<file path="src/rtl/core/rrtt_pkg.sv">
`timescale 1ns / 1ps
// Package for the round-robin task table: sizes, slot state codes, item types
// and the command/view structs between the sequencer and the slot status file.
// No dependencies.
package rrtt_pkg;

    localparam int SLOTS   = 16;
    localparam int SLOT_W  = (SLOTS > 2) ? $clog2(SLOTS) : 1;
    localparam int CNT_W   = $clog2(SLOTS + 1);
    localparam int ID_W    = 32;

    typedef logic [2:0] t_st;

    localparam t_st ST_UNUSED  = 3'd0;
    localparam t_st ST_READY   = 3'd1;
    localparam t_st ST_RUNNING = 3'd2;
    localparam t_st ST_BLOCKED = 3'd3;
    localparam t_st ST_STOPPED = 3'd4;
    localparam t_st ST_DEAD    = 3'd5;

    localparam logic [1:0] ACT_CREATE = 2'd0;
    localparam logic [1:0] ACT_SCHED  = 2'd1;
    localparam logic [1:0] ACT_SET    = 2'd2;
    localparam logic [1:0] ACT_EXIT   = 2'd3;

    localparam logic [1:0] NS_READY   = 2'd0;
    localparam logic [1:0] NS_BLOCKED = 2'd1;
    localparam logic [1:0] NS_STOPPED = 2'd2;
    localparam logic [1:0] NS_DEAD    = 2'd3;

    localparam logic [1:0] STS_OK       = 2'd0;
    localparam logic [1:0] STS_NO_FREE  = 2'd1;
    localparam logic [1:0] STS_NO_RUN   = 2'd2;
    localparam logic [1:0] STS_UNUSED   = 2'd3;

    typedef struct packed {
        logic [1:0] action;
        logic [3:0] slot_sel;
        logic [1:0] new_state;
    } t_item;

    typedef struct packed {
        logic [1:0]  status;
        logic [3:0]  slot_out;
        logic [31:0] task_ident;
        logic        switched;
        logic [4:0]  live_count;
    } t_res;

    typedef struct packed {
        logic              a_we;
        logic [SLOT_W-1:0] a_addr;
        t_st               a_val;
        logic              b_we;
        logic [SLOT_W-1:0] b_addr;
        t_st               b_val;
        logic              lk_we;
        logic [SLOT_W-1:0] lk_addr;
        logic              lk_val;
    } t_st_cmd;

    typedef struct packed {
        t_st               st_cur;
        t_st               st_sel;
        t_st               st_walk;
        logic              find_ok;
        logic [SLOT_W-1:0] find_slot;
        logic              find_dead;
        logic              find_linked;
        logic [CNT_W-1:0]  live;
    } t_st_view;

    function automatic logic is_live(t_st s);
        return (s == ST_READY) || (s == ST_RUNNING) || (s == ST_BLOCKED) ||
               (s == ST_STOPPED);
    endfunction

    function automatic t_st map_state(logic [1:0] ns);
        t_st s;
        unique case (ns)
            NS_READY:   s = ST_READY;
            NS_BLOCKED: s = ST_BLOCKED;
            NS_STOPPED: s = ST_STOPPED;
            NS_DEAD:    s = ST_DEAD;
            default:    s = ST_DEAD;
        endcase
        return s;
    endfunction

endpackage

</file>
<file path="src/rtl/core/round_robin_task_table.sv">
`timescale 1ns / 1ps
// Top level of the round-robin task table: sequencer, ring link and task id
// memories, result register. Depends on rrtt_pkg, rrtt_ram and rrtt_stat.
//
// One item is processed at a time; a new item is taken once the previous one
// has reached the result register, which holds it until the consumer takes it.
// Schedule walks the ring from the current slot, reading the link memory one
// slot per cycle. Exit marks the current slot dead before a schedule. Create
// reuses the dead current slot directly, reports when no slot is free, else
// links a slot in, and first unlinks a dead slot from the ring when needed,
// since finding its predecessor walks the same link memory.
module round_robin_task_table_top (
    input  logic            i_clk,
    input  logic            i_rst_n,
    input  logic            i_cfg_we,
    input  logic            i_cfg_wdata,
    input  logic            i_item_valid,
    output logic            o_item_ready,
    input  rrtt_pkg::t_item i_item,
    output logic            o_res_valid,
    input  logic            i_res_ready,
    output rrtt_pkg::t_res  o_res
);
    import rrtt_pkg::*;

    localparam logic [3:0] S_IDLE   = 4'd0;
    localparam logic [3:0] S_CFIND  = 4'd1;
    localparam logic [3:0] S_UCHK   = 4'd2;
    localparam logic [3:0] S_IRD    = 4'd3;
    localparam logic [3:0] S_IWAIT  = 4'd4;
    localparam logic [3:0] S_IW2    = 4'd5;
    localparam logic [3:0] S_EXIT   = 4'd6;
    localparam logic [3:0] S_SSTART = 4'd7;
    localparam logic [3:0] S_SWALK  = 4'd8;
    localparam logic [3:0] S_SET    = 4'd9;
    localparam logic [3:0] S_IDRD   = 4'd10;
    localparam logic [3:0] S_RES    = 4'd11;

    logic [3:0]        r_state, n_state;
    t_item             r_item;
    logic              r_en;
    logic [SLOT_W-1:0] r_cur, n_cur;
    logic [ID_W-1:0]   r_idc, n_idc;
    logic [SLOT_W-1:0] r_slot, n_slot;
    logic [ID_W-1:0]   r_idv, n_idv;
    logic              r_have, n_have;
    logic              r_sw, n_sw;
    logic [1:0]        r_status, n_status;
    logic [SLOT_W-1:0] r_p, n_p;
    logic [SLOT_W-1:0] r_k, n_k;
    logic [SLOT_W-1:0] r_lv, n_lv;
    logic [SLOT_W-1:0] r_laddr;
    logic              r_lvld;
    logic [SLOTS-1:0]  r_link_vld, n_link_vld;
    logic [SLOTS-1:0]  r_id_vld, n_id_vld;
    logic              r_ivld;
    logic              r_ovalid, n_ovalid;
    t_res              r_ores, n_ores;

    t_st_cmd           st_cmd;
    t_st_view          st_view;
    logic              lk_we;
    logic [SLOT_W-1:0] lk_waddr;
    logic [SLOT_W-1:0] lk_wdata;
    logic              lk_re;
    logic [SLOT_W-1:0] lk_raddr;
    logic [SLOT_W-1:0] lk_q;
    logic [SLOT_W-1:0] link_q;
    logic              id_we;
    logic              id_re;
    logic [ID_W-1:0]   id_q;
    logic              walk_hit;
    logic [SLOT_W-1:0] res_slot;
    logic [ID_W-1:0]   res_ident;

    rrtt_ram #(.WIDTH(SLOT_W), .DEPTH(SLOTS)) u_link_ram (
        .i_clk   (i_clk),
        .i_we    (lk_we),
        .i_waddr (lk_waddr),
        .i_wdata (lk_wdata),
        .i_re    (lk_re),
        .i_raddr (lk_raddr),
        .o_rdata (lk_q)
    );

    rrtt_ram #(.WIDTH(ID_W), .DEPTH(SLOTS)) u_ident_ram (
        .i_clk   (i_clk),
        .i_we    (id_we),
        .i_waddr (st_view.find_slot),
        .i_wdata (r_idc),
        .i_re    (id_re),
        .i_raddr (r_cur),
        .o_rdata (id_q)
    );

    rrtt_stat u_stat (
        .i_clk       (i_clk),
        .i_rst_n     (i_rst_n),
        .i_cmd       (st_cmd),
        .i_cur_addr  (r_cur),
        .i_sel_addr  (SLOT_W'(r_item.slot_sel)),
        .i_walk_addr (link_q),
        .o_view      (st_view)
    );

    assign link_q       = r_lvld ? lk_q : r_laddr;
    assign walk_hit     = (st_view.st_walk == ST_READY) || (st_view.st_walk == ST_RUNNING);
    assign o_item_ready = (r_state == S_IDLE);
    assign o_res_valid  = r_ovalid;
    assign o_res        = r_ores;
    assign res_slot     = r_have ? r_slot : r_cur;
    assign res_ident    = r_have ? r_idv : (r_ivld ? id_q : '0);

    always_comb begin
        n_state    = r_state;
        n_cur      = r_cur;
        n_idc      = r_idc;
        n_slot     = r_slot;
        n_idv      = r_idv;
        n_have     = r_have;
        n_sw       = r_sw;
        n_status   = r_status;
        n_p        = r_p;
        n_k        = r_k;
        n_lv       = r_lv;
        n_link_vld = r_link_vld;
        n_id_vld   = r_id_vld;
        n_ovalid   = r_ovalid & ~i_res_ready;
        n_ores     = r_ores;
        st_cmd     = '0;
        lk_we      = 1'b0;
        lk_waddr   = '0;
        lk_wdata   = '0;
        lk_re      = 1'b0;
        lk_raddr   = '0;
        id_we      = 1'b0;
        id_re      = 1'b0;

        unique case (r_state)
            S_IDLE: begin
                n_have   = 1'b0;
                n_sw     = 1'b0;
                n_status = STS_OK;
                if (i_item_valid) begin
                    unique case (i_item.action)
                        ACT_CREATE: n_state = S_CFIND;
                        ACT_SCHED:  n_state = S_SSTART;
                        ACT_SET:    n_state = S_SET;
                        ACT_EXIT:   n_state = S_EXIT;
                        default:    n_state = S_IDLE;
                    endcase
                end
            end
            S_CFIND: begin
                if (!st_view.find_ok) begin
                    n_status = STS_NO_FREE;
                    n_state  = S_IDRD;
                end else begin
                    st_cmd.a_we   = 1'b1;
                    st_cmd.a_addr = st_view.find_slot;
                    st_cmd.a_val  = ST_READY;
                    id_we         = 1'b1;
                    n_id_vld[st_view.find_slot] = 1'b1;
                    n_idv  = r_idc;
                    n_idc  = r_idc + 1'b1;
                    n_slot = st_view.find_slot;
                    n_have = 1'b1;
                    if (st_view.find_slot == r_cur) begin
                        n_state = S_RES;
                    end else if (st_view.find_dead && st_view.find_linked) begin
                        lk_re    = 1'b1;
                        lk_raddr = st_view.find_slot;
                        n_p      = st_view.find_slot;
                        n_k      = '0;
                        n_state  = S_UCHK;
                    end else begin
                        n_state = S_IRD;
                    end
                end
            end
            S_UCHK: begin
                if (r_k == '0) begin
                    n_lv = link_q;
                end
                if (link_q == r_slot || r_k == SLOT_W'(SLOTS - 1)) begin
                    if (link_q == r_slot && r_p != r_slot) begin
                        lk_we    = 1'b1;
                        lk_waddr = r_p;
                        lk_wdata = r_lv;
                        n_link_vld[r_p] = 1'b1;
                    end
                    n_link_vld[r_slot] = 1'b0;
                    st_cmd.lk_we   = 1'b1;
                    st_cmd.lk_addr = r_slot;
                    st_cmd.lk_val  = 1'b0;
                    n_state        = S_IRD;
                end else begin
                    lk_re    = 1'b1;
                    lk_raddr = link_q;
                    n_p      = link_q;
                    n_k      = r_k + 1'b1;
                end
            end
            S_IRD: begin
                lk_re    = 1'b1;
                lk_raddr = r_cur;
                n_state  = S_IWAIT;
            end
            S_IWAIT: begin
                lk_we    = 1'b1;
                lk_waddr = r_slot;
                lk_wdata = link_q;
                n_link_vld[r_slot] = 1'b1;
                n_state  = S_IW2;
            end
            S_IW2: begin
                lk_we    = 1'b1;
                lk_waddr = r_cur;
                lk_wdata = r_slot;
                n_link_vld[r_cur] = 1'b1;
                st_cmd.lk_we   = 1'b1;
                st_cmd.lk_addr = r_slot;
                st_cmd.lk_val  = 1'b1;
                n_state        = S_RES;
            end
            S_EXIT: begin
                st_cmd.a_we   = 1'b1;
                st_cmd.a_addr = r_cur;
                st_cmd.a_val  = ST_DEAD;
                n_state       = S_SSTART;
            end
            S_SSTART: begin
                if (!r_en) begin
                    n_state = S_IDRD;
                end else begin
                    lk_re    = 1'b1;
                    lk_raddr = r_cur;
                    n_k      = '0;
                    n_state  = S_SWALK;
                end
            end
            S_SWALK: begin
                if (walk_hit) begin
                    if (link_q != r_cur) begin
                        st_cmd.a_we   = (st_view.st_cur == ST_RUNNING);
                        st_cmd.a_addr = r_cur;
                        st_cmd.a_val  = ST_READY;
                        st_cmd.b_we   = 1'b1;
                        st_cmd.b_addr = link_q;
                        st_cmd.b_val  = ST_RUNNING;
                        n_cur         = link_q;
                        n_sw          = 1'b1;
                    end
                    n_state = S_IDRD;
                end else if (r_k == SLOT_W'(SLOTS - 1)) begin
                    n_status = STS_NO_RUN;
                    n_state  = S_IDRD;
                end else begin
                    lk_re    = 1'b1;
                    lk_raddr = link_q;
                    n_k      = r_k + 1'b1;
                end
            end
            S_SET: begin
                if (int'(r_item.slot_sel) >= SLOTS || st_view.st_sel == ST_UNUSED) begin
                    n_status = STS_UNUSED;
                end else begin
                    st_cmd.a_we   = 1'b1;
                    st_cmd.a_addr = SLOT_W'(r_item.slot_sel);
                    st_cmd.a_val  = map_state(r_item.new_state);
                end
                n_state = S_IDRD;
            end
            S_IDRD: begin
                id_re   = 1'b1;
                n_state = S_RES;
            end
            S_RES: begin
                if (!r_ovalid || i_res_ready) begin
                    n_ovalid          = 1'b1;
                    n_ores.status     = r_status;
                    n_ores.slot_out   = 4'(res_slot);
                    n_ores.task_ident = res_ident;
                    n_ores.switched   = r_sw;
                    n_ores.live_count = 5'(st_view.live);
                    n_state           = S_IDLE;
                end
            end
            default: n_state = S_IDLE;
        endcase
    end

    always_ff @(posedge i_clk) begin
        if (!i_rst_n) begin
            r_state    <= S_IDLE;
            r_en       <= 1'b0;
            r_cur      <= '0;
            r_idc      <= ID_W'(1);
            r_link_vld <= '0;
            r_id_vld   <= '0;
            r_ovalid   <= 1'b0;
        end else begin
            r_state    <= n_state;
            r_cur      <= n_cur;
            r_idc      <= n_idc;
            r_link_vld <= n_link_vld;
            r_id_vld   <= n_id_vld;
            r_ovalid   <= n_ovalid;
            if (i_cfg_we) begin
                r_en <= i_cfg_wdata;
            end
        end
    end

    always_ff @(posedge i_clk) begin
        if (r_state == S_IDLE && i_item_valid) begin
            r_item <= i_item;
        end
        if (lk_re) begin
            r_laddr <= lk_raddr;
            r_lvld  <= r_link_vld[lk_raddr];
        end
        if (id_re) begin
            r_ivld <= r_id_vld[r_cur];
        end
        r_slot   <= n_slot;
        r_idv    <= n_idv;
        r_have   <= n_have;
        r_sw     <= n_sw;
        r_status <= n_status;
        r_p      <= n_p;
        r_k      <= n_k;
        r_lv     <= n_lv;
        r_ores   <= n_ores;
    end

    a_res_from_res_state: assert property (@(posedge i_clk) disable iff (!i_rst_n)
        $rose(r_ovalid) |-> $past(r_state) == S_RES)
        else $error("result register loaded outside the result state");

    a_link_write_valid: assert property (@(posedge i_clk) disable iff (!i_rst_n)
        lk_we |=> r_link_vld[$past(lk_waddr)])
        else $error("link entry written but not marked valid");

    a_accept_idle: assert property (@(posedge i_clk) disable iff (!i_rst_n)
        (i_item_valid && o_item_ready) |=> (r_state != S_IDLE))
        else $error("accepted item did not start the sequencer");

    a_live_bound: assert property (@(posedge i_clk) disable iff (!i_rst_n)
        o_res_valid |-> (int'(o_res.live_count) <= SLOTS))
        else $error("live count exceeds slot count");

endmodule

</file>
<file path="src/rtl/core/rrtt_ram.sv">
`timescale 1ns / 1ps
// Generic single-clock RAM: one write port, one read port, registered read.
// No dependencies.
module rrtt_ram #(
    parameter int WIDTH = 8,
    parameter int DEPTH = 16
) (
    input  logic                                   i_clk,
    input  logic                                   i_we,
    input  logic [((DEPTH > 2) ? $clog2(DEPTH) : 1)-1:0] i_waddr,
    input  logic [WIDTH-1:0]                       i_wdata,
    input  logic                                   i_re,
    input  logic [((DEPTH > 2) ? $clog2(DEPTH) : 1)-1:0] i_raddr,
    output logic [WIDTH-1:0]                       o_rdata
);

    logic [WIDTH-1:0] r_mem [DEPTH];
    logic [WIDTH-1:0] r_rdata;

    always_ff @(posedge i_clk) begin
        if (i_we) begin
            r_mem[i_waddr] <= i_wdata;
        end
        if (i_re) begin
            r_rdata <= r_mem[i_raddr];
        end
    end

    assign o_rdata = r_rdata;

endmodule

</file>
<file path="src/rtl/core/rrtt_stat.sv">
`timescale 1ns / 1ps
// Slot status file: per-slot state and ring membership flags, live counter,
// and the lowest free/dead slot search. Depends on rrtt_pkg.
module rrtt_stat (
    input  logic                          i_clk,
    input  logic                          i_rst_n,
    input  rrtt_pkg::t_st_cmd             i_cmd,
    input  logic [rrtt_pkg::SLOT_W-1:0]   i_cur_addr,
    input  logic [rrtt_pkg::SLOT_W-1:0]   i_sel_addr,
    input  logic [rrtt_pkg::SLOT_W-1:0]   i_walk_addr,
    output rrtt_pkg::t_st_view            o_view
);
    import rrtt_pkg::*;

    t_st               r_st [SLOTS];
    logic [SLOTS-1:0]  r_linked;
    logic [CNT_W-1:0]  r_live;
    logic [CNT_W-1:0]  n_live;
    logic              fu_ok;
    logic              fd_ok;
    logic [SLOT_W-1:0] fu_slot;
    logic [SLOT_W-1:0] fd_slot;
    logic              inc_a;
    logic              inc_b;
    logic              dec_a;
    logic              dec_b;

    always_comb begin
        fu_ok   = 1'b0;
        fd_ok   = 1'b0;
        fu_slot = '0;
        fd_slot = '0;
        for (int i = SLOTS - 1; i >= 1; i--) begin
            if (r_st[i] == ST_UNUSED) begin
                fu_ok   = 1'b1;
                fu_slot = SLOT_W'(i);
            end
            if (r_st[i] == ST_DEAD) begin
                fd_ok   = 1'b1;
                fd_slot = SLOT_W'(i);
            end
        end
    end

    assign inc_a  = i_cmd.a_we & is_live(i_cmd.a_val);
    assign dec_a  = i_cmd.a_we & is_live(r_st[i_cmd.a_addr]);
    assign inc_b  = i_cmd.b_we & is_live(i_cmd.b_val);
    assign dec_b  = i_cmd.b_we & is_live(r_st[i_cmd.b_addr]);
    assign n_live = r_live + CNT_W'(inc_a) + CNT_W'(inc_b) - CNT_W'(dec_a) - CNT_W'(dec_b);

    always_ff @(posedge i_clk) begin
        if (!i_rst_n) begin
            for (int i = 0; i < SLOTS; i++) begin
                r_st[i] <= (i == 0) ? ST_RUNNING : ST_UNUSED;
            end
            r_linked <= SLOTS'(1);
            r_live   <= CNT_W'(1);
        end else begin
            if (i_cmd.a_we) begin
                r_st[i_cmd.a_addr] <= i_cmd.a_val;
            end
            if (i_cmd.b_we) begin
                r_st[i_cmd.b_addr] <= i_cmd.b_val;
            end
            if (i_cmd.lk_we) begin
                r_linked[i_cmd.lk_addr] <= i_cmd.lk_val;
            end
            r_live <= n_live;
        end
    end

    always_comb begin
        o_view.st_cur      = r_st[i_cur_addr];
        o_view.st_sel      = r_st[i_sel_addr];
        o_view.st_walk     = r_st[i_walk_addr];
        o_view.find_ok     = fu_ok | fd_ok;
        o_view.find_slot   = fu_ok ? fu_slot : fd_slot;
        o_view.find_dead   = ~fu_ok;
        o_view.find_linked = r_linked[fu_ok ? fu_slot : fd_slot];
        o_view.live        = r_live;
    end

endmodule
</file>
<file path="config.mk">
export PLATFORM = sky130hd
export DESIGN_NAME = round_robin_task_table_top
export DESIGN_NICKNAME = d
export VERILOG_FILES = /design/src/rtl/core/rrtt_pkg.sv /design/src/rtl/core/round_robin_task_table.sv /design/src/rtl/core/rrtt_ram.sv /design/src/rtl/core/rrtt_stat.sv
export SDC_FILE = /design/constraint.sdc
export NUM_CORES = 1
export LEC_CHECK = 0
export ABC_AREA = 0
export BUFFER_PORTS_ARGS = -buffer_cell sky130_fd_sc_hd__buf_2
export CORE_UTILIZATION = 45
export DETAILED_ROUTE_END_ITERATION = 7
export SLEW_MARGIN = 20
export SYNTH_ARGS = -nofsm -noshare
export SYNTH_HDL_FRONTEND = slang
export SYNTH_HIERARCHICAL = 1
export SYNTH_SLANG_ARGS = --single-unit
</file>
<file path="constraint.sdc">
create_clock -name i_clk -period 6.5 [get_ports i_clk]
set_input_delay 0.325 -clock i_clk [delete_from_list [all_inputs] [get_ports i_clk]]
set_output_delay 0.325 -clock i_clk [all_outputs]
set_load 0.03 [all_outputs]
</file>
==> flow_summary_export.csv <==
group,metric,value,unit
placement,place.detailed.hpwl,57.8,mm
flow_run,drv_cap,0,
power,p_per_area,370,nW/um^2
floorplanning,core,82500,sq um
sta,fin_crit,6.22,ns
placement,io_buffers,59,
sta,setup_tns,0,ns
setup_path,rrSetupSlack,0.28,ns
synthesis,synthTopCellsByArea,"edfxtp_1 (61%), mux4_2 (12%), dfxtp_1 (5.0%)",
synthesis,yosysWarnings,6,
floorplanning,rows,105,
power,ir_drop,0.000220,V
synthesis,yosysSeqAreaShare,0.662,
synthesis,synth_async_sr_flop_share,0,
setup_path,arrival,6.80,ns
floorplanning,die_y,292,um
global_route,antenna_found_initial,0,
global_route,use_met1,0.313,
setup_path,worst_setup_path_end_kind,"flop",
power,netSwitchingFraction,0.300,
detailed_routing,final_antenna_net_count,0,
synthesis,synth_common_cells,"edfxtp_1 (768), mux4_2 (197), nand2_1 (195)",
floorplanning,num_io_pins,60,
global_route,overflow,0,
detailed_routing,drt_iter0_markers,2080,
detailed_routing,routed_wl,96.1,mm
synthesis,syn_area,37700,sq um
power,power.net_switching,4740,uW
sta,max-slew-margin-rel,0.239,
cts,worstSkewPairLatency,0.66,ns
cts,clkTransAtPathRegs,0.06,ns
synthesis,synth_edf_count,768,
sta,final-hold-violation-count,0,
layout,fillers,6709,
power,p_leak,0.0133,uW
cts,cts-root-buf,"clkbuf_16",
cts,cts_num_sinks,863,
layout,num_antenna_cells,0,
power,power.share.sequential,0.431,
placement,post_dp_cell_area,39500,sq um
layout,fin_area,42700,sq um
sta,skew,0.0296,ns
worst_hold_path,hold_path.class,"in -> reg",
floorplanning,die_w,292,um
detailed_routing,vias_per_cell,6.13,
setup_path,r2r_end,"u_stat/r_live[2]",
worst_hold_path,hold_start,"i_res_ready",
sta,tightest_slew,1.14,ns
synthesis,synth_cells,2365,
detailed_routing,drc,0,
setup_path,required,7.08,ns
layout,area_growth,13.3,%
floorplanning,start_util,0.457,
power,p_int,11100,uW
cts,tritoncts,"done",
detailed_routing,firstDrtPassIters,8,
power,pwr-share-comb,0.239,
synthesis,synth_top_area_cell,"edfxtp_1",
synthesis,avgSynthCellArea,15.9,sq um
cts,cts_inserted_buffers,90,
sta,finalMaxSlewViolations,0,
global_route,grt_max_degree,72,
sta,setup_violations,0,
synthesis,synthMostInstantiatedCell,"edfxtp_1",
detailed_routing,wl_per_cell,26.6,um
global_route,grt_pass1_vias,22200,
layout,nNetsFinal,2491,
setup_path,reg2reg_from,"r_lvld",
detailed_routing,dr_total_vias,22200,
global_route,track_usage,0.226,
setup_path,critPathKind,"reg -> reg",
setup_path,worst-r2r-cell-count,23,
global_route,use_met3,0.0284,
layout,drive_above_1_share,0.228,
sta,fin_crit_sh,0.957,
synthesis,ys_types,97,
synthesis,synth_top_flop_cell,"edfxtp_1",
cts,clockBufferDepth,3,
setup_path,cp_max_fo,15,
floorplanning,dieArea,85000,sq um
worst_hold_path,holdPathStages,3,
placement,place.gp.congestion,0.897,
setup_path,start_kind,"flop",
worst_hold_path,min_to,"o_res_valid",
cts,htree_levels,3,
global_route,grt-busiest-layer,"met2",
sta,fmax,161,MHz
power,pwr-share-clk,0.330,
global_route,grt_pass1_wl,144,mm
global_route,use_met2,0.375,
outcome,status,"finished clean",
synthesis,ys_ff_latch,863,
synthesis,synth_top_area_frac,0.611,
repair_timing:
action                     4_1_cts  5_1_grt
hold endpoints to repair         7        0
resized for setup                0        8
setup endpoints to repair        0        3
buffers inserted                 0        3
hold buffers                     8        0
critical path: stages, from the launching register on:
cell and delay, ns:
edfxtp_1 0.46, mux2i_4 0.22, inv_1 0.10, buf_12 0.17
mux4_2 0.55, mux4_2 0.48, xnor2_1 0.15, buf_4 0.15
nor3_4 0.16, o41ai_4 0.12, buf_4 0.19, nor2_1 0.12
buf_6 0.17, mux4_2 0.50, mux4_2 0.48, xnor2_1 0.14
and2_1 0.17, fa_1 0.50, inv_1 0.05, fa_1 0.39
ha_1 0.23, inv_1 0.08, fa_1 0.42, nor2b_1 0.11
metrics by stage:
step	hold slack [ns]	utilization	power, uW	cells	worst slack, ns
2_1_floorplan	0.400	-	9460	2366	0.0442
3_3_place_gp	0.442	0.479	10600	3434	0.197
3_5_place_dp	0.438	0.479	10700	3434	0.0994
4_1_cts	0.00924	0.518	15900	3611	0.0663
5_1_grt	0.0441	0.518	16400	3614	-0.00665
6_report	0.0446	0.518	15800	3614	0.280
cells by family after synthesis:
family | after synthesis | synth area share
buf+inv | 180 | 0.0205
xor+xnor | 50 | 0.0116
simple gates | 636 | 0.0871
compound gates | 382 | 0.0755
flops | 863 | 0.662
other cells | 1 | 0.0000994
mux | 243 | 0.139
fa+ha+maj | 10 | 0.00391
sequential cells by signal (all words and copies together), names as in the netlist, 32 cells and up:
name                 count
u_link_ram/r_mem        64
u_stat/r_st             48
r_idv                   32
r_idc                   32
o_res                   44
u_ident_ram/r_mem      512
u_ident_ram/o_rdata     32
metal layers:
metal | wire length [um] | vias up | share of wire
met5 | 0 | - | 0
met4 | 2460 | 0 | 0.026
met3 | 4990 | 152 | 0.052
met2 | 47300 | 831 | 0.49
met1 | 41300 | 11500 | 0.43
li1 | - | 9659 | -
cells in the final DEF, fill, tap and decap left out, drive strengths merged, types with 52 or more instances in the layout:
cell      n
nor3     52
clkbuf  111
o31ai    59
nand2   195
mux4    216
buf     139
nor2    125
dfxtp    95
edfxtp  768
a22oi    68
how the worst max path moves through the flow:
stage,from,slack (ns),cells after the start,end
floorplan,r_lvld,0.04,24,u_stat/r_live[4]
global placement,r_lvld,0.20,22,u_stat/r_live[2]
detailed placement,r_lvld,0.1,23,u_stat/r_live[4]
CTS,r_lvld,0.07,22,u_stat/r_live[2]
global route,r_lvld,-0.007,23,u_stat/r_live[2]
finish,r_lvld,0.28,23,u_stat/r_live[2]
power groups by stage:
stage	Sequential [uW]	Combinational (uW)	Clock, uW
detailed placement	6930	3760	0
CTS	6820	3770	5330
finish	6820	3770	5220
floorplan	6760	2700	0
global route	6850	4060	5530
global placement	6920	3710	0
cell type report:
type                       instances  area, sq um  area share
inverter                          42          158     0.00369
sequential                       863        25000       0.584
multi-input combinational       1323        12200       0.285
timing repair buffer             147         1020      0.0239
clock inverter                    58          622      0.0145
clock buffer                     111         2450      0.0574
tap                             1070         1340      0.0313
(Power assumes the default switching activity.)
